<file path="config.mk">
export PLATFORM = sky130hd
export DESIGN_NAME = pwm_duty_step_adjuster_flat
export DESIGN_NICKNAME = d
export VERILOG_FILES = /design/src/hw/rtl/pdsa_pkg.sv /design/src/hw/rtl/pdsa_stream_if.sv /design/src/hw/rtl/pdsa_mul.sv /design/src/hw/rtl/pdsa_div.sv /design/src/hw/rtl/pwm_duty_step_adjuster.sv /design/src/flat_wrapper.sv
export SDC_FILE = /design/constraint.sdc
export NUM_CORES = 1
export LEC_CHECK = 0
export CORE_MARGIN = 2
export CORE_UTILIZATION = 45
export CTS_BUF_LIST = sky130_fd_sc_hd__clkbuf_2
export CTS_CLUSTER_SIZE = 16
export DETAILED_ROUTE_END_ITERATION = 12
export DONT_BUFFER_PORTS = 1
export PLACE_DENSITY = 0.67
export SLEW_MARGIN = 20
export SYNTH_ARGS = -nofsm -noshare
export SYNTH_HDL_FRONTEND = slang
export SYNTH_HIERARCHICAL = 1
export SYNTH_SLANG_ARGS = --single-unit
</file>
<file path="constraint.sdc">
create_clock -name clk_i -period 8.5 [get_ports clk_i]
set_clock_uncertainty 0.2 [all_clocks]
set_input_delay 1.7 -clock clk_i [delete_from_list [all_inputs] [get_ports clk_i]]
set_output_delay 1.7 -clock clk_i [all_outputs]
set_load 0.005 [all_outputs]
</file>
<file path="src/hw/rtl/pdsa_pkg.sv">
// shared widths, payload types and status codes of the duty step adjuster
package pdsa_pkg;

  localparam int ERR_W  = 21;               // signed error field
  localparam int REF_W  = 20;               // reference level field
  localparam int DUTY_W = 17;               // duty, full scale and compare value
  localparam int MAG_W  = ERR_W;            // error magnitude, holds 2**(ERR_W-1)
  localparam int PROD_W = MAG_W + DUTY_W;   // magnitude times full scale
  localparam int QUO_W  = REF_W;            // quotient bits kept, saturating above
  localparam int CNT_W  = $clog2(QUO_W + 1);

  typedef logic [DUTY_W-1:0] duty_t;
  typedef logic [1:0]        status_t;

  localparam duty_t FULL_SCALE_RESET = duty_t'(78124);

  localparam status_t STATUS_OFF  = 2'd0;
  localparam status_t STATUS_FULL = 2'd1;
  localparam status_t STATUS_PART = 2'd2;

  typedef struct packed {
    logic signed [ERR_W-1:0] error_value;
    logic [REF_W-1:0]        reference_level;
  } in_word_t;

  typedef struct packed {
    duty_t   duty_now;
    duty_t   compare_value;
    logic    duty_changed;
    status_t duty_status;
  } out_word_t;

endpackage

</file>
<file path="src/hw/rtl/pdsa_stream_if.sv">
// valid/ready channel carrying one word of a given type
interface pdsa_stream_if #(
  parameter type word_t = logic
);
  logic  valid;
  logic  ready;
  word_t data;

  modport source (output valid, output data, input ready);
  modport sink   (input valid, input data, output ready);
endinterface

</file>
<file path="src/hw/rtl/pdsa_mul.sv">
// bit-serial shift-add multiplier, one multiplier bit per cycle
module pdsa_mul (
  input  logic                         clk_i,
  input  logic                         rst_ni,
  input  logic                         start_i,
  input  logic [pdsa_pkg::MAG_W-1:0]   mcand_i,
  input  logic [pdsa_pkg::DUTY_W-1:0]  mplier_i,
  output logic [pdsa_pkg::PROD_W-1:0]  prod_o,
  output logic                         done_o
);
  import pdsa_pkg::*;

  logic [MAG_W-1:0]  hi_q, hi_d;
  logic [DUTY_W-1:0] lo_q, lo_d;
  logic [MAG_W-1:0]  mcand_q;
  logic [CNT_W-1:0]  cnt_q, cnt_d;
  logic              busy_q, busy_d;
  logic              done_q, done_d;
  logic [MAG_W:0]    sum;

  // partial sum of the upper half, multiplier bit gates the multiplicand
  assign sum = {1'b0, hi_q} + {1'b0, mcand_q & {MAG_W{lo_q[0]}}};

  always_comb begin
    hi_d   = hi_q;
    lo_d   = lo_q;
    cnt_d  = cnt_q;
    busy_d = busy_q;
    done_d = 1'b0;
    if (start_i) begin
      hi_d   = '0;
      lo_d   = mplier_i;
      cnt_d  = '0;
      busy_d = 1'b1;
    end else if (busy_q) begin
      hi_d  = sum[MAG_W:1];
      lo_d  = {sum[0], lo_q[DUTY_W-1:1]};
      cnt_d = cnt_q + 1'b1;
      if (cnt_q == CNT_W'(DUTY_W - 1)) begin
        busy_d = 1'b0;
        done_d = 1'b1;
      end
    end
  end

  always_ff @(posedge clk_i or negedge rst_ni) begin
    if (!rst_ni) begin
      busy_q <= 1'b0;
      done_q <= 1'b0;
      cnt_q  <= '0;
    end else begin
      busy_q <= busy_d;
      done_q <= done_d;
      cnt_q  <= cnt_d;
    end
  end

  always_ff @(posedge clk_i) begin
    hi_q <= hi_d;
    lo_q <= lo_d;
    if (start_i) begin
      mcand_q <= mcand_i;
    end
  end

  assign prod_o = {hi_q, lo_q};
  assign done_o = done_q;

endmodule

</file>
<file path="src/hw/rtl/pdsa_div.sv">
// restoring divider, one quotient bit per cycle, saturating quotient
module pdsa_div (
  input  logic                         clk_i,
  input  logic                         rst_ni,
  input  logic                         start_i,
  input  logic [pdsa_pkg::PROD_W-1:0]  dividend_i,
  input  logic [pdsa_pkg::REF_W-1:0]   divisor_i,
  input  logic                         nonzero_i,
  output logic [pdsa_pkg::QUO_W-1:0]   quo_o,
  output logic                         done_o
);
  import pdsa_pkg::*;

  logic [REF_W-1:0]   rem_q, rem_d;
  logic [QUO_W-1:0]   quo_q, quo_d;
  logic [REF_W-1:0]   divisor_q;
  logic               sat_q, zero_q;
  logic [CNT_W-1:0]   cnt_q, cnt_d;
  logic               busy_q, busy_d;
  logic               done_q, done_d;
  logic [REF_W-1:0]   dvd_hi;
  logic               ovf;
  logic [REF_W:0]     trial;
  logic [REF_W+1:0]   diff;

  // upper dividend bits at or above the divisor mean the quotient overflows
  assign dvd_hi = REF_W'(dividend_i[PROD_W-1:QUO_W]);
  assign ovf    = (dvd_hi >= divisor_i);

  assign trial = {rem_q, quo_q[QUO_W-1]};
  assign diff  = {1'b0, trial} - {2'b00, divisor_q};

  always_comb begin
    rem_d  = rem_q;
    quo_d  = quo_q;
    cnt_d  = cnt_q;
    busy_d = busy_q;
    done_d = 1'b0;
    if (start_i) begin
      rem_d  = dvd_hi;
      quo_d  = dividend_i[QUO_W-1:0];
      cnt_d  = '0;
      busy_d = 1'b1;
    end else if (busy_q) begin
      if (!diff[REF_W+1]) begin
        rem_d = diff[REF_W-1:0];
        quo_d = {quo_q[QUO_W-2:0], 1'b1};
      end else begin
        rem_d = trial[REF_W-1:0];
        quo_d = {quo_q[QUO_W-2:0], 1'b0};
      end
      cnt_d = cnt_q + 1'b1;
      if (cnt_q == CNT_W'(QUO_W - 1)) begin
        busy_d = 1'b0;
        done_d = 1'b1;
      end
    end
  end

  always_ff @(posedge clk_i or negedge rst_ni) begin
    if (!rst_ni) begin
      busy_q <= 1'b0;
      done_q <= 1'b0;
      cnt_q  <= '0;
    end else begin
      busy_q <= busy_d;
      done_q <= done_d;
      cnt_q  <= cnt_d;
    end
  end

  always_ff @(posedge clk_i) begin
    rem_q <= rem_d;
    quo_q <= quo_d;
    if (start_i) begin
      divisor_q <= divisor_i;
      sat_q     <= ovf;
      zero_q    <= !nonzero_i;
    end
  end

  always_comb begin
    if (zero_q) begin
      quo_o = '0;
    end else if (sat_q) begin
      quo_o = '1;
    end else begin
      quo_o = quo_q;
    end
  end

  assign done_o = done_q;

endmodule

</file>
<file path="src/hw/rtl/pwm_duty_step_adjuster.sv">
// top level of the pwm duty step adjuster
// Each input word carries a signed error and a reference level; the block moves its
// stored duty by one step and returns one result word: the new duty, the timer
// compare value (full scale minus duty), a changed flag and a status (off, full,
// partial). The step is |error| * full_scale / reference, truncated, with the sign
// of the error: a positive error never steps by zero (minimum +1) and a step above
// half the duty is halved, rounding up; a zero or negative error steps by at least
// -1, and a step that reaches the duty is replaced by minus half the duty, rounded
// up. The new duty is clamped to 0..full_scale. A zero reference saturates the step.
// The block takes one word at a time: the result word is loaded into the output
// register and only then can the next word be taken. The multiply runs bit-serially
// over the 17 bits of full_scale, the product is handed to the divider, a restoring
// divider produces the 20 quotient bits (larger quotients saturate), the quotient
// leaves the divider and the step is applied. A result waits in the output register
// while the next word is accepted; a word whose step is ready holds in place until
// the output register frees up, and the block only holds off a new word while one
// is in flight. full_scale resets to 78124 and may be rewritten only while no word
// is in flight.
module pwm_duty_step_adjuster (
  input  logic          clk_i,
  input  logic          rst_ni,
  pdsa_stream_if.sink   in_i,
  pdsa_stream_if.source out_o,
  pdsa_stream_if.sink   cfg_i
);
  import pdsa_pkg::*;

  // one-hot sequencer
  typedef enum logic [3:0] {
    S_IDLE = 4'b0001,
    S_MUL  = 4'b0010,
    S_DIV  = 4'b0100,
    S_UPD  = 4'b1000
  } state_e;

  state_e            state_q, state_d;
  duty_t             duty_q;
  duty_t             full_scale_q;
  logic [REF_W-1:0]  ref_q;
  logic              pos_q;         // error strictly positive
  logic              nz_q;          // error nonzero
  out_word_t         out_q;
  logic              out_valid_q;

  logic              in_accept;
  logic              out_load;
  logic signed [ERR_W-1:0] err;
  logic [MAG_W-1:0]  err_mag;
  logic              mul_done;
  logic [PROD_W-1:0] prod;
  logic              div_start;
  logic              div_done;
  logic [QUO_W-1:0]  quo;

  // step arithmetic
  logic [QUO_W:0]    pstep;
  logic [QUO_W+1:0]  psum;
  logic [QUO_W-1:0]  nmag;
  logic [DUTY_W:0]   duty_p1;
  duty_t             ndiff;
  duty_t             next_duty;
  status_t           next_status;

  assign err       = in_i.data.error_value;
  assign err_mag   = err[ERR_W-1] ? MAG_W'(-err) : MAG_W'(err);
  assign in_accept = in_i.valid && in_i.ready;
  assign in_i.ready = (state_q == S_IDLE);

  // config word is always taken; the user must make writes happen only while idle, the block does not enforce it
  assign cfg_i.ready = 1'b1;

  always_ff @(posedge clk_i or negedge rst_ni) begin
    if (!rst_ni) begin
      full_scale_q <= FULL_SCALE_RESET;
    end else if (cfg_i.valid && cfg_i.ready) begin
      full_scale_q <= cfg_i.data;
    end
  end

  // capture what the later phases need
  always_ff @(posedge clk_i) begin
    if (in_accept) begin
      ref_q <= in_i.data.reference_level;
      pos_q <= !err[ERR_W-1] && (err != '0);
      nz_q  <= (err != '0);
    end
  end

  pdsa_mul u_mul (
    .clk_i    (clk_i),
    .rst_ni   (rst_ni),
    .start_i  (in_accept),
    .mcand_i  (err_mag),
    .mplier_i (full_scale_q),
    .prod_o   (prod),
    .done_o   (mul_done)
  );

  assign div_start = (state_q == S_MUL) && mul_done;

  pdsa_div u_div (
    .clk_i      (clk_i),
    .rst_ni     (rst_ni),
    .start_i    (div_start),
    .dividend_i (prod),
    .divisor_i  (ref_q),
    .nonzero_i  (nz_q),
    .quo_o      (quo),
    .done_o     (div_done)
  );

  // apply the step to the duty
  always_comb begin
    pstep     = '0;
    psum      = '0;
    nmag      = '0;
    ndiff     = '0;
    duty_p1   = {1'b0, duty_q} + 1'b1;
    next_duty = duty_q;
    if (pos_q) begin
      // positive error: at least +1, halve a step above half the duty
      if (quo == '0) begin
        pstep = (QUO_W+1)'(1);
      end else if (quo > QUO_W'(duty_q[DUTY_W-1:1])) begin
        pstep = ({1'b0, quo} + 1'b1) >> 1;
      end else begin
        pstep = {1'b0, quo};
      end
      psum = (QUO_W+2)'(duty_q) + {1'b0, pstep};
      if (psum > (QUO_W+2)'(full_scale_q)) begin
        next_duty = full_scale_q;
      end else begin
        next_duty = psum[DUTY_W-1:0];
      end
    end else begin
      // zero or negative error: at least -1, a step that reaches the duty becomes half of it, rounded up
      if (quo == '0) begin
        nmag = QUO_W'(1);
      end else if (quo >= QUO_W'(duty_q)) begin
        nmag = QUO_W'(duty_p1[DUTY_W:1]);
      end else begin
        nmag = quo;
      end
      if (nmag > QUO_W'(duty_q)) begin
        next_duty = '0;
      end else begin
        ndiff = duty_q - nmag[DUTY_W-1:0];
        if (ndiff > full_scale_q) begin
          next_duty = full_scale_q;
        end else begin
          next_duty = ndiff;
        end
      end
    end
  end

  always_comb begin
    if (next_duty == '0) begin
      next_status = STATUS_OFF;
    end else if (next_duty == full_scale_q) begin
      next_status = STATUS_FULL;
    end else begin
      next_status = STATUS_PART;
    end
  end

  // result goes out once the output register is free
  assign out_load = (state_q == S_UPD) && (!out_valid_q || out_o.ready);

  always_comb begin
    state_d = state_q;
    case (state_q)
      S_IDLE: begin
        if (in_accept) begin
          state_d = S_MUL;
        end
      end
      S_MUL: begin
        if (mul_done) begin
          state_d = S_DIV;
        end
      end
      S_DIV: begin
        if (div_done) begin
          state_d = S_UPD;
        end
      end
      S_UPD: begin
        if (out_load) begin
          state_d = S_IDLE;
        end
      end
      default: begin
        state_d = S_IDLE;
      end
    endcase
  end

  always_ff @(posedge clk_i or negedge rst_ni) begin
    if (!rst_ni) begin
      state_q     <= S_IDLE;
      duty_q      <= '0;
      out_valid_q <= 1'b0;
    end else begin
      state_q <= state_d;
      if (out_load) begin
        duty_q      <= next_duty;
        out_valid_q <= 1'b1;
      end else if (out_o.ready) begin
        out_valid_q <= 1'b0;
      end
    end
  end

  always_ff @(posedge clk_i) begin
    if (out_load) begin
      out_q.duty_now      <= next_duty;
      out_q.compare_value <= full_scale_q - next_duty;
      out_q.duty_changed  <= (next_duty != duty_q);
      out_q.duty_status   <= next_status;
    end
  end

  assign out_o.valid = out_valid_q;
  assign out_o.data  = out_q;

endmodule

</file>
<file path="src/flat_wrapper.sv">
// flat-port wrapper written by rule: the top's interface ports become plain ports
module pwm_duty_step_adjuster_flat import pdsa_pkg::*;
  (clk_i, rst_ni, in_i_valid, in_i_data, in_i_ready, out_o_valid, out_o_data, out_o_ready, cfg_i_valid, cfg_i_data, cfg_i_ready);
  pdsa_stream_if #(.word_t(in_word_t)) in_i_i ();
  pdsa_stream_if #(.word_t(out_word_t)) out_o_i ();
  pdsa_stream_if #(.word_t(duty_t)) cfg_i_i ();
  input  logic clk_i;
  input  logic rst_ni;
  input wire logic [$bits(in_i_i.valid)-1:0] in_i_valid;
  input wire logic [$bits(in_i_i.data)-1:0] in_i_data;
  output wire logic [$bits(in_i_i.ready)-1:0] in_i_ready;
  output wire logic [$bits(out_o_i.valid)-1:0] out_o_valid;
  output wire logic [$bits(out_o_i.data)-1:0] out_o_data;
  input wire logic [$bits(out_o_i.ready)-1:0] out_o_ready;
  input wire logic [$bits(cfg_i_i.valid)-1:0] cfg_i_valid;
  input wire logic [$bits(cfg_i_i.data)-1:0] cfg_i_data;
  output wire logic [$bits(cfg_i_i.ready)-1:0] cfg_i_ready;
  assign in_i_i.valid = in_i_valid;
  assign in_i_i.data = in_i_data;
  assign in_i_ready = in_i_i.ready;
  assign out_o_valid = out_o_i.valid;
  assign out_o_data = out_o_i.data;
  assign out_o_i.ready = out_o_ready;
  assign cfg_i_i.valid = cfg_i_valid;
  assign cfg_i_i.data = cfg_i_data;
  assign cfg_i_ready = cfg_i_i.ready;
  pwm_duty_step_adjuster u_core (.clk_i(clk_i), .rst_ni(rst_ni), .in_i(in_i_i), .out_o(out_o_i), .cfg_i(cfg_i_i));
endmodule
</file>
# Word level (Yosys, flattened, before mapping)
# Cells that the tools add are included.
# classes
add_sub_neg	10
magnitude_cmp	6
n_eq_ne	12
muxes	45
bitwise	1
reduce_logical	15
# ops
op	n
two-way mux 20 bit	10
two-way mux 17 bit	6
two-way mux 21 bit	2
two-way mux 18 bit	2
subtractor 17 bit	2
adder 17 x 21 -> 22 bit	1
adder 21 x 21 -> 22 bit	1
> comparator 22 x 17 -> 1 bit	1
subtractor 21 x 20 -> 22 bit	1
adder 20 x 1 -> 21 bit, second input constant	1
bitwise AND 21 bit	1
negator 21 bit	1
nonzero test 21 bit	1
>= comparator 18 x 20 -> 1 bit	1
>= comparator 20 x 17 -> 1 bit	1
> comparator 20 x 16 -> 1 bit	1
> comparator 20 x 17 -> 1 bit	1
zero test 20 bit	1
two-way mux 5 bit	4
adder 17 x 1 -> 18 bit, second input constant	1
equality test 17 bit	1
> comparator 17 bit	1
zero test 17 bit	1
inequality test 17 bit	1
other kinds (17)	45
# word_totals
register_bits	233
in_bits	63
word_cells	116

# Depth between registers and ports, before layout
# Gate-level depths: netlist (run 1).
# depth
word_depth	13
depth_mapped	50
ltp_nobuf	47

# By module
# The synthesis (run 1) kept the hierarchy.
# modules_own_cells
module	instances	cells_each	area_per_inst_um2
pwm_duty_step_adjuster	1	1223	10402.5
pdsa_div	1	439	4490.6
pdsa_mul	1	342	3616.0

# Worst setup path after synthesis (run 1)
# No wires, ideal clock.
# synth_timing
path_type	register -> register
startpoint	register u_core.u_div.sat_q
endpoint	register u_core.out_q, in the netlist u_core/out_o.data[17], data pin
setup_ns	0.258
t_arrival_ns	8.784
slack_ns	-0.742
stages_incl_launch_ff	51
synth_period_minus_slack_ns	9.242
cell_sequence	edfxtp_1 > clkbuf_1 > nor2_1 > nor2_1 > inv_1 > ha_1 > nand2b_1 > a21o_1 > a21o_1 > a21o_1 > a21o_1 > a21o_1 > a21o_1 > a21oi_1 > o21ai_1 > clkbuf_1 > mux2i_1 > nand2_1 > [15 not listed] > clkbuf_8 > a21oi_1 > clkbuf_1 > and2_1 > a221o_1 > inv_1 > ha_1 > nor2b_1 > o21ai_0 > nand2b_1 > a21o_1 > a21o_1 > a21o_1 > a21o_1 > a221oi_1 > o21bai_1 > a21oi_1 > xnor2_1
# synth_between
elab_chain_cells	12
elab_cells_between_ends	22
# synth_rtl
item	line	text
start, declared	pdsa_div.sv:17	logic sat_q, zero_q;
start signal, assigned	pdsa_div.sv:77	sat_q <= ovf;
two-way mux 20 bit *	pdsa_div.sv:85	end else if (sat_q) begin
two-way mux 20 bit *	pdsa_div.sv:83	if (zero_q) begin
via u_core.quo[0]	pwm_duty_step_adjuster.sv:53	logic [QUO_W-1:0] quo;
parallel branches: the longest is 8 deep, another holds adder 17 x 21 -> 22 bit	--	
two-way mux 17 bit *	pwm_duty_step_adjuster.sv:120	if (pos_q) begin
via u_core.next_duty[2]	pwm_duty_step_adjuster.sv:61	duty_t next_duty;
subtractor 17 bit *	pwm_duty_step_adjuster.sv:218	out_q.compare_value <= full_scale_q - next_duty;
end, declared	pwm_duty_step_adjuster.sv:42	out_word_t out_q;
# Mark *: on every way through the listed nets, which the timed path passes. The select of a mux whose other input is x is not followed.
# A chain may end at the register's enable or synchronous reset.

# Final worst setup path (run 1)
# Same ends and word-level chain as after synthesis.

==> impl_results.md, run 1 <==
- Starting Density: 45.4%
- Synthesis-stage register bit count: 233
- DRC Markers: 0
- Avg WL per Cell: 21.3 um
- Main combinational cell family by area after synthesis: compound AO/OA/AOI/OAI gates
- Final ANT Viol Nets: 0
- Worst EP arrival: 9.12 ns
- Number of synthesized flops with an enable pin: 157
- Mapped Cells: 2004
- Max Cap Violations: 0
- CTS tree: built
- Clock Pin Slew Worst Setup and Hold Paths: 0.12 ns
- Num CTS Buffers: 67
- Met1 Usage GRT: 36.0%
- Failing checks: setup timing
- Worst slew pin tran: 0.990 ns
- Via/cell ratio: between 5 and 6
- Pwr Density: ~200 nW/um^2
- Die ar.: 42800 um^2
- Final WS setup: -0.100 ns
- Synth top area share: 25.5%
- H-tree levels: 3
- DRT Pass-1 Iters: 5
- # rows: 74
- Die height: 207 um
- Mean Syn Cell Area: 9.24 um^2
- Power after layout: approximately 4600 uW
- Slew HR: roughly a third
- Layout area overhead: 24.5%
- Vias in the first global route: 16763
- Worst-path maximum fanout: 7
- GR Util met2: 48.0%
- DRT iter0 DRCs: 1322
- Area of the core: approximately 41000 um^2
- Post-layout util: 56.6%
- Max Fclk: 116 MHz
- Worst vdd ir: about 0.14 mV
- CP Launch Type: flip-flop
- GR Overflow Total: 0
- Tmin final: roughly 8.6 ns
- Synthesized netlist net count: 2272
- Cell area after synthesis: 18500 um^2
- Routed vias: 16929
- Sequential element share of the synthesized area: 35.2%
- Synth Area in Adders: between 10 and 15%
- Simple-gate share of the synthesized area: between 10% and 20%
- Unrepaired setup endpoints after global routing: true
- Library cells used by synthesis: 110
- Global-route wire length before repair: between 90000 and 100000 um
- CTS root buffer: clkbuf_2
- Synth cell count leaders: ha_1 (200), nand2_1 (168), nor2_1 (161), edfxtp_1 (157), a21oi_1 (143)
- Crit-path slowest cell: or4_4
- Port Buffer Count: 0
- Worst Setup End Kind: flip-flop
- Bufs on Longest Clock Path: 3
- Setup violations, final: 4
- Worst min path class: in -> async
- Worst-skew pair later-pin latency: between 1 and 1.5 ns
- Fraction of layout cells with a size suffix above 1: 29.6%
- Cell taking the most area after synthesis: edfxtp_1
- DPL Wire Length: 47000 um
- Post-synthesis xor/xnor area fraction: 5.68%
- Largest net degree at the start of global routing: 72
- Die width: 207 um
- Primary FF master, synth: edfxtp_1
- Count of pins over their slew limit: 0
- Initial antenna violation count: 9
- Post-synthesis mux area share: 4.76%
- Critical setup path kind: reg -> reg
- LEAKAGE: 0.0100 uW
- Status: complete, but fails checks
- Ys Warns: 6
- Async SR Flop Fraction: 22.7%
- Worst EP required: 9.02 ns
- Tot GR Track Use: just under 30%
- Top cells by area, synth: edfxtp_1 (25%), ha_1 (14%), dfrtp_1 (6.1%)
- I/O pin cnt: 103
- Busiest grt layer: met2
- GP Congestion: 1.01
- Final Cycle Share: 101%
- Final wirelength: 62300 um
- CTS Sinks: 233
- Final #Nets: 2591
- Most used cell, CP: a21o_1
- Compound-gate portion of the synthesized area: a little under a fifth
- Count leader, synth: ha_1
- Final hold viol count: 0
- Met3 usage: around 6.3%
- CP peak stage delay: 0.52 ns
-- critical path, delay by kind of cell, from the launching register on --
kind                       cells  cell delay, ns
xor gates and xnor gates       1            0.08
DFF                            1            0.46
adders and majority gates      5            1.30
buffers and inverters          7            0.90
and+or+nand+nor               16            2.49
AOI/OAI and AO/OA             18            2.88
-- layout by cell type, fill, tap and decap left out, types with 13 or more instances in the layout --
cell	netlist	routed
buf_4	2	314
ha_1	200	175
nand2_1	168	161
edfxtp_1	157	157
nor2_1	161	137
inv_1	130	124
a21oi_1	143	119
clkbuf_2	2	105
o21ai_0	108	83
xnor2_1	86	82
mux2_2	52	52
nand3_1	51	49
a21o_1	47	47
dfrtp_1	45	45
and2_1	49	44
nor3_1	45	43
xor2_1	34	33
nand4_1	32	32
mux2i_1	28	26
dfxtp_1	23	23
a21oi_2	4	21
o211ai_1	21	21
o21ai_1	6	20
ha_4	0	20
nand2b_1	20	19
nor2b_1	22	18
o21a_1	17	16
nor2_2	1	16
a211oi_1	24	15
nor4_1	18	14
clkinv_1	4	13
-- registers in the layout, indices dropped and copies added (netlist names), 4 cells and up --
register	cells
u_core/u_mul/hi_q	21
u_core/state_q	4
u_core/u_div/cnt_q	5
u_core/u_mul/lo_q	17
u_core/u_div/divisor_q	20
u_core/u_div/quo_q	20
u_core/u_mul/cnt_q	5
u_core/out_o.data	37
u_core/u_div/rem_q	20
u_core/u_mul/mcand_q	21
u_core/ref_q	20
u_core/full_scale_q	17
u_core/duty_q	17
-- area by class of cell --
cell class                      count  area [um^2]
Antenna cell                       10         25.0
Clock buffer                      105          526
Clock inverter                     17          136
Fill cell                        3621        17700
Inverter                          134          503
Multi-Input combinational cell   1558        12100
Sequential cell                   233         6510
Tap cell                          532          666
Timing Repair Buffer              329         2580
-- stage by stage --
| step | instances | hold slack (ns) | setup slack (ns) | TNS [ns] | cell area, um^2 |
|---|---|---|---|---|---|
| 4_1_cts | 2892 | 0.0350 | 0.00282 | 0 | 22400 |
| 5_1_grt | 2913 | 0.0485 | -0.374 | -1.72 | 23000 |
| 6_report | 2918 | 0.166 | -0.100 | -0.137 | 23000 |
| 3_5_place_dp | 2728 | 0.237 | -0.506 | -2.80 | 21000 |
| 2_1_floorplan | 2004 | 0.219 | 0.0159 | 0 | 18700 |
| 3_3_place_gp | 2728 | 0.229 | -0.381 | -2.03 | 21000 |
-- layer usage --
layer  share of wire (%)  vias to the layer above  routed length, um
li1                    -                     8033                  -
met1                  40                     8054              25100
met2                  46                      653              28800
met3                 7.2                      187               4500
met4                 6.1                        2               3820
met5               0.021                        -                 13
-- power by group --
group,switching (uW),total [uW],internal (uW)
clock,526,918,392
sequential,204,1700,1500
combinational,1060,1940,880
total,1790,4560,2770
-- path summary, 6_finish.rpt --
| kind | start | endpoint | slack [ns] | depth (start not counted) |
|---|---|---|---|---|
| worst max-delay path | u_core/u_div/sat_q$_DFFE_PP_ | u_core/out_o.data[17]$_DFFE_PP_ | -0.10 | 47 |
| worst min-delay path | rst_ni | u_core/duty_q[5]$_DFFE_PN0P_ | 0.17 | 0 |
| worst max register to register | u_core/u_div/sat_q$_DFFE_PP_ | u_core/out_o.data[17]$_DFFE_PP_ | -0.10 | 47 |
| worst min register to register | u_core/ref_q[19]$_DFFE_PP_ | u_core/u_div/divisor_q[19]$_DFFE_PP_ | 0.24 | 0 |
| max in group asynchronous | rst_ni | u_core/state_q[0]$_DFFE_PN1P_ | 7.69 | 0 |
| min in group clk_i | u_core/ref_q[19]$_DFFE_PP_ | u_core/u_div/divisor_q[19]$_DFFE_PP_ | 0.24 | 0 |
-- cells by family after synthesis --
family          count (synthesis)
simple gates                  639
compound gates                512
flops                         233
buf+inv                       213
fa+ha+maj                     205
xor+xnor                      120
mux                            81
other cells                     1
-- timing repair --
item | CTS | global route
hold buffers | 0 | 0
cloned | 2 | 0
endpoints found under the setup margin | 9 | 14
gates resized for setup | 99 | 111
endpoints found under the hold margin | 0 | 0
setup buffers | 41 | 20
pin swaps | 73 | 97
Note: power is estimated with default switching activity, not from simulation.
==> run 2: changes to the inputs <==
RECOVER_POWER = 50   (was unset)
SKIP_CTS_REPAIR_TIMING = 1   (was unset)
==> impl_results.md, run 2 (synthesis results as in run 1) <==
- Port Buffer Count: 0
- Post-layout util: 56.0%
- Starting Density: 45.4%
- FILL cells: roughly 3700
- Max Fclk: 116 MHz
- Final hold viol count: 0
- Final #Nets: 2568
- CTS Sinks: 233
- CP peak stage delay: 0.54 ns
- Max Cap Violations: 3
- Reg2reg start: u_core/u_div/sat_q$_DFFE_PP_
- Setup violations, final: 3
- CP startpoint: u_core/u_div/sat_q$_DFFE_PP_
- Layout area overhead: 23.2%
- Worst vdd ir: ~0.14 mV
- # rows: 74
- WHS: 0.151 ns
- Crit-path slowest cell: or4_4
- DPL Wire Length: 47000 um
- Final wirelength: 62100 um
- Area of the multi-input gates: 12000 um^2
- Worst-skew pair later-pin latency: 1.04 ns
- Initial antenna violation count: 7
- I/O pin cnt: approximately 100
- DRT Pass-1 Iters: 5
- Global-route wire length before repair: 93100 um
- Final Cycle Share: 101%
- Tmin final: 8.59 ns
- Fraction of layout cells with a size suffix above 1: 27.9%
- Largest register FFs: 37
- Buf/Inv on CP: 11
- LEAKAGE: between 0.009 and 0.01 uW
- Worst EP arrival: roughly 9.2 ns
- Pwr Density: 199 nW/um^2
- Delay-heaviest family, CP: compound AO/OA/AOI/OAI gates
- Finished Cell Area: 22800 um^2
- Worst EP required: 9.07 ns
- Num CTS Buffers: 67
- CTS root buffer: clkbuf_2
- Die width: between 200 and 250 um
- DRT iter0 DRCs: 1377
- Clock Pin Slew Worst Setup and Hold Paths: approximately 0.12 ns
- Worst min path class: in -> async
- Die height: around 210 um
- Most frequent cells in the layout: buf_4 (283), ha_1 (186), nand2_1 (160)
- Slew HR: -149%
- Failing checks: capacitance limit, slew limit, setup timing
- Status: complete, but fails checks
- Seq. cell area: around 6500 um^2
- R2R depth: 49
- Final WS setup: -0.0919 ns
- Via/cell ratio: 5.87
- R2r endpoint: u_core/out_o.data[18]$_DFFE_PP_
- Vias in the first global route: 16381
- Largest net degree at the start of global routing: between 70 and 80
- Worst-path maximum fanout: 7
- CP Launch Type: flip-flop
- Critical setup path kind: reg -> reg
- Unrepaired setup endpoints after global routing: true
- CTS tree: built
- Setup Total Neg Slack: -0.228 ns
- Final ANT Viol Nets: 0
- DRC Markers: 0
- Avg WL per Cell: 21.5 um
- Count of pins over their slew limit: 174
- Routed vias: 16962
- GP Congestion: 1.01
- Die ar.: ~43000 um^2
- Bufs on Longest Clock Path: 3
- Area of the core: 40700 um^2
- Worst slew pin tran: 3.73 ns
- Worst Setup End Kind: flip-flop
- H-tree levels: 3
- Most common cell after layout, fill and taps aside: buf_4
- Dpl cell area: 21000 um^2
- Flop-to-flop setup slack: -0.09 ns
- GR Overflow Total: 0
- Tot GR Track Use: 28.8%
==> run 2: power breakdown <==
part,total (uW),switching (uW),internal [uW]
Combinational,1910,1060,856
Sequential,1700,206,1490
Clock,921,529,392
Total,4530,1790,2740
==> run 2: worst max-delay path by stage <==
stage / to / slack, ns / cells after the start
after global routing: u_core/out_o.data[16]$_DFFE_PP_ / -0.39 / 51
after detailed placement: u_core/out_o.data[18]$_DFFE_PP_ / -0.51 / 44
after CTS: u_core/out_o.data[18]$_DFFE_PP_ / -0.57 / 44
final: u_core/out_o.data[18]$_DFFE_PP_ / -0.09 / 49
after floorplan: u_core/out_o.data[17]$_DFFE_PP_ / 0.02 / 45
after global placement: u_core/out_o.data[18]$_DFFE_PP_ / -0.38 / 46
==> run 2: per-stage QoR <==
stage	total power [uW]	worst slack, ns	instances
floorplan	2910	0.0159	2004
global route	4830	-0.387	2889
finish	4530	-0.0919	2892
detailed placement	3500	-0.506	2728
global placement	3450	-0.381	2728
CTS	4450	-0.569	2850
==> run 2: layout make-up <==
type	count	area share [%]
sequential	233	28.5
inverter	134	2.21
antenna	7	0.0768
timing repair buffer	306	10.6
clock inverter	17	0.598
tap	532	2.92
multi-input combinational	1558	52.8
clock buffer	105	2.30
==> run 2: per-layer routing <==
metal | track usage [%] | vias up | share of wire (%)
li1 | - | 7977 | -
met1 | 35.9 | 8150 | 41
met2 | 47.2 | 659 | 47
met3 | 5.60 | 172 | 7.1
met4 | 15.4 | 4 | 5.3
met5 | 0 | - | 0.043
==> run 2: worst register-to-register path, delay by kind of cell (launching register included) <==
| family | cells | cell delay (ns) |
|---|---|---|
| buffers and inverters | 11 | 1.39 |
| and+or+nand+nor | 12 | 1.84 |
| AOI/OAI and AO/OA | 21 | 3.38 |
| DFF | 1 | 0.39 |
| adders and majority gates | 3 | 0.84 |
| xor gates and xnor gates | 2 | 0.32 |
==> run 3: changes to the inputs <==
--- a/config.mk
+++ b/config.mk
@@ -12,7 +12,8 @@
 export DETAILED_ROUTE_END_ITERATION = 12
 export DONT_BUFFER_PORTS = 1
-export PLACE_DENSITY = 0.67
+export PLACE_DENSITY = 0.65
 export RECOVER_POWER = 50
 export SKIP_CTS_REPAIR_TIMING = 1
+export SKIP_LAST_GASP = 1
 export SLEW_MARGIN = 20
 export SYNTH_ARGS = -nofsm -noshare
==> constraint.sdc (replaced) <==
create_clock -name clk_i -period 9.6 [get_ports clk_i]
set_clock_uncertainty 0.2 [all_clocks]
set_input_delay 1.92 -clock clk_i [delete_from_list [all_inputs] [get_ports clk_i]]
set_output_delay 1.92 -clock clk_i [all_outputs]
set_load 0.05 [all_outputs]
==> impl_results.md, run 3 (synthesis results as in run 1) <==
- Max Fclk: about 110 MHz
- Power Internal: 2270 uW
- Comb pwr share: between 40% and 50%
- Setup violations, final: 0
- Via/cell ratio: 5.97
- Starting Density: 45.4%
- I/O pin cnt: 103
- Bufs on Longest Clock Path: 3
- CTS Sinks: 233
- Final Cycle Share: 95.6%
- DPL Wire Length: 45900 um
- Num CTS Buffers: 67
- Final hold viol count: 0
- DP Cell Count: 2545
- Worst EP required: between 10 and 15 ns
- CTS root buffer: clkbuf_2
- CP Launch Type: flip-flop
- Most common cell after layout, fill and taps aside: ha_1
- Worst vdd ir: 0.107 mV
- Most frequent cells in the layout: ha_1 (198), nand2_1 (165), edfxtp_1 (157)
- Global-route wire length before repair: between 80000 and 90000 um
- Slew HR: -191%
- Worst Setup End Kind: flip-flop
- Worst-path maximum fanout: 19
- Final #Nets: 2354
- Worst-skew pair later-pin latency: 1.02 ns
- GR Overflow Total: 0
- Non-Filler Instances: roughly 2700
- Routed vias: between 15000 and 20000
- CTS tree: built
- Switching pwr: approximately 1600 uW
- Largest net degree at the start of global routing: 100
- Count of pins over their slew limit: 208
- Power after layout: around 3800 uW
- Die ar.: 42800 um^2
- Die width: 207 um
- Die height: 207 um
- Pwr Density: 189 nW/um^2
- Initial antenna violation count: 1
- Worst EP arrival: ~9.7 ns
- Fraction of layout cells with a size suffix above 1: 15.7%
- Area of the core: 40700 um^2
- Critical setup path kind: reg -> reg
- Final ANT Viol Nets: 0
- Max Cap Violations: 3
- Tot GR Track Use: between 20% and 30%
- DRT Pass-1 Iters: 6
- Tmin final: 9.18 ns
- LEAKAGE: 0.00873 uW
- Flop-to-flop setup slack: 0.42 ns
- Worst min path class: reg -> reg
- Failing checks: capacitance limit, slew limit
- # rows: 74
- Layout area overhead: 9.71%
- Clock power frac: 19.9%
- Worst slew pin tran: 4.36 ns
- Clock Pin Slew Worst Setup and Hold Paths: 0.09 ns
- Largest register FFs: 37
- Status: complete, but fails checks
- CP peak stage delay: 0.58 ns
- Crit-path slowest cell: or4_4
- H-tree levels: 3
- Vias in the first global route: 15084
- Port Buffer Count: 0
- Sw frac: between 40 and 50%
- GP Congestion: 0.996
- DRC Markers: 0
- FILL cells: between 3000 and 4000
- Final wirelength: 60000 um
- Reg power frac: between 30% and 40%
- Avg WL per Cell: ~22 um
- DRT iter0 DRCs: 1462
- Most used cell, CP: nor2_1
run 3: per-stage QoR:
step | hold WS, ns | setup TNS, ns | instance area, um^2 | util (%) | setup slack, ns
5_1_grt | 0.272 | -0.0585 | 20300 | 49.8 | -0.0585
4_1_cts | 0.256 | 0 | 20100 | 49.3 | 0.0434
3_5_place_dp | 0.242 | 0 | 19500 | 47.8 | 0.108
6_report | 0.265 | 0 | 20300 | 49.8 | 0.425
3_3_place_gp | 0.237 | 0 | 19500 | 47.8 | 0.285
2_1_floorplan | 0.219 | 0 | 18500 | - | 0.358
run 3: cell type report:
cell class                      count  area [um^2]  area share [%]
Clock buffer                       98          490            2.42
Tap cell                          532          666            3.28
Inverter                          134          503            2.48
Multi-Input combinational cell   1558        11300            55.6
Antenna cell                        1         2.50          0.0123
Sequential cell                   233         6510            32.1
Clock inverter                     22          128           0.629
Timing Repair Buffer               92          709            3.49
run 3: layer usage:
metal | global-route usage (%) | wire (um) | part of all wire, % | up-vias
met4 | 11.9 | 2240 | 3.7 | 0
met3 | 5.84 | 4820 | 8.0 | 123
met2 | 43.9 | 27100 | 45 | 645
met1 | 37.0 | 25800 | 43 | 7620
li1 | - | - | - | 7560
met5 | 0 | 0 | 0 | -
run 3: worst max-delay path: cells and delay by family, from the launching register on:
family	cells	cell delay [ns]
DFF	1	0.40
adders and majority gates	3	1.02
AOI/OAI and AO/OA	17	3.35
and+or+nand+nor	12	2.71
buffers and inverters	5	0.85
muxes	1	0.12
xor gates and xnor gates	2	0.24
run 3: power by group through the flow:
stage                     Combinational [uW]  Clock (uW)  Sequential (uW)
after floorplan                         1160           0             1430
after global placement                  1460           0             1550
after detailed placement                1490           0             1550
after CTS                               1500         795             1530
after global routing                    1700         840             1550
final                                   1540         761             1530
run 3: worst paths after layout:
kind | start | endpoint | cells past startpoint
max | u_core/u_div/sat_q$_DFFE_PP_ | u_core/out_o.data[17]$_DFFE_PP_ | 40
min | u_core/ref_q[9]$_DFFE_PP_ | u_core/u_div/divisor_q[9]$_DFFE_PP_ | 0
max reg2reg | u_core/u_div/sat_q$_DFFE_PP_ | u_core/out_o.data[17]$_DFFE_PP_ | 40
min reg2reg | u_core/ref_q[9]$_DFFE_PP_ | u_core/u_div/divisor_q[9]$_DFFE_PP_ | 0
max in group asynchronous | rst_ni | u_core/full_scale_q[3]$_DFFE_PN1P_ | 0
min in group asynchronous | rst_ni | u_core/duty_q[6]$_DFFE_PN0P_ | 0
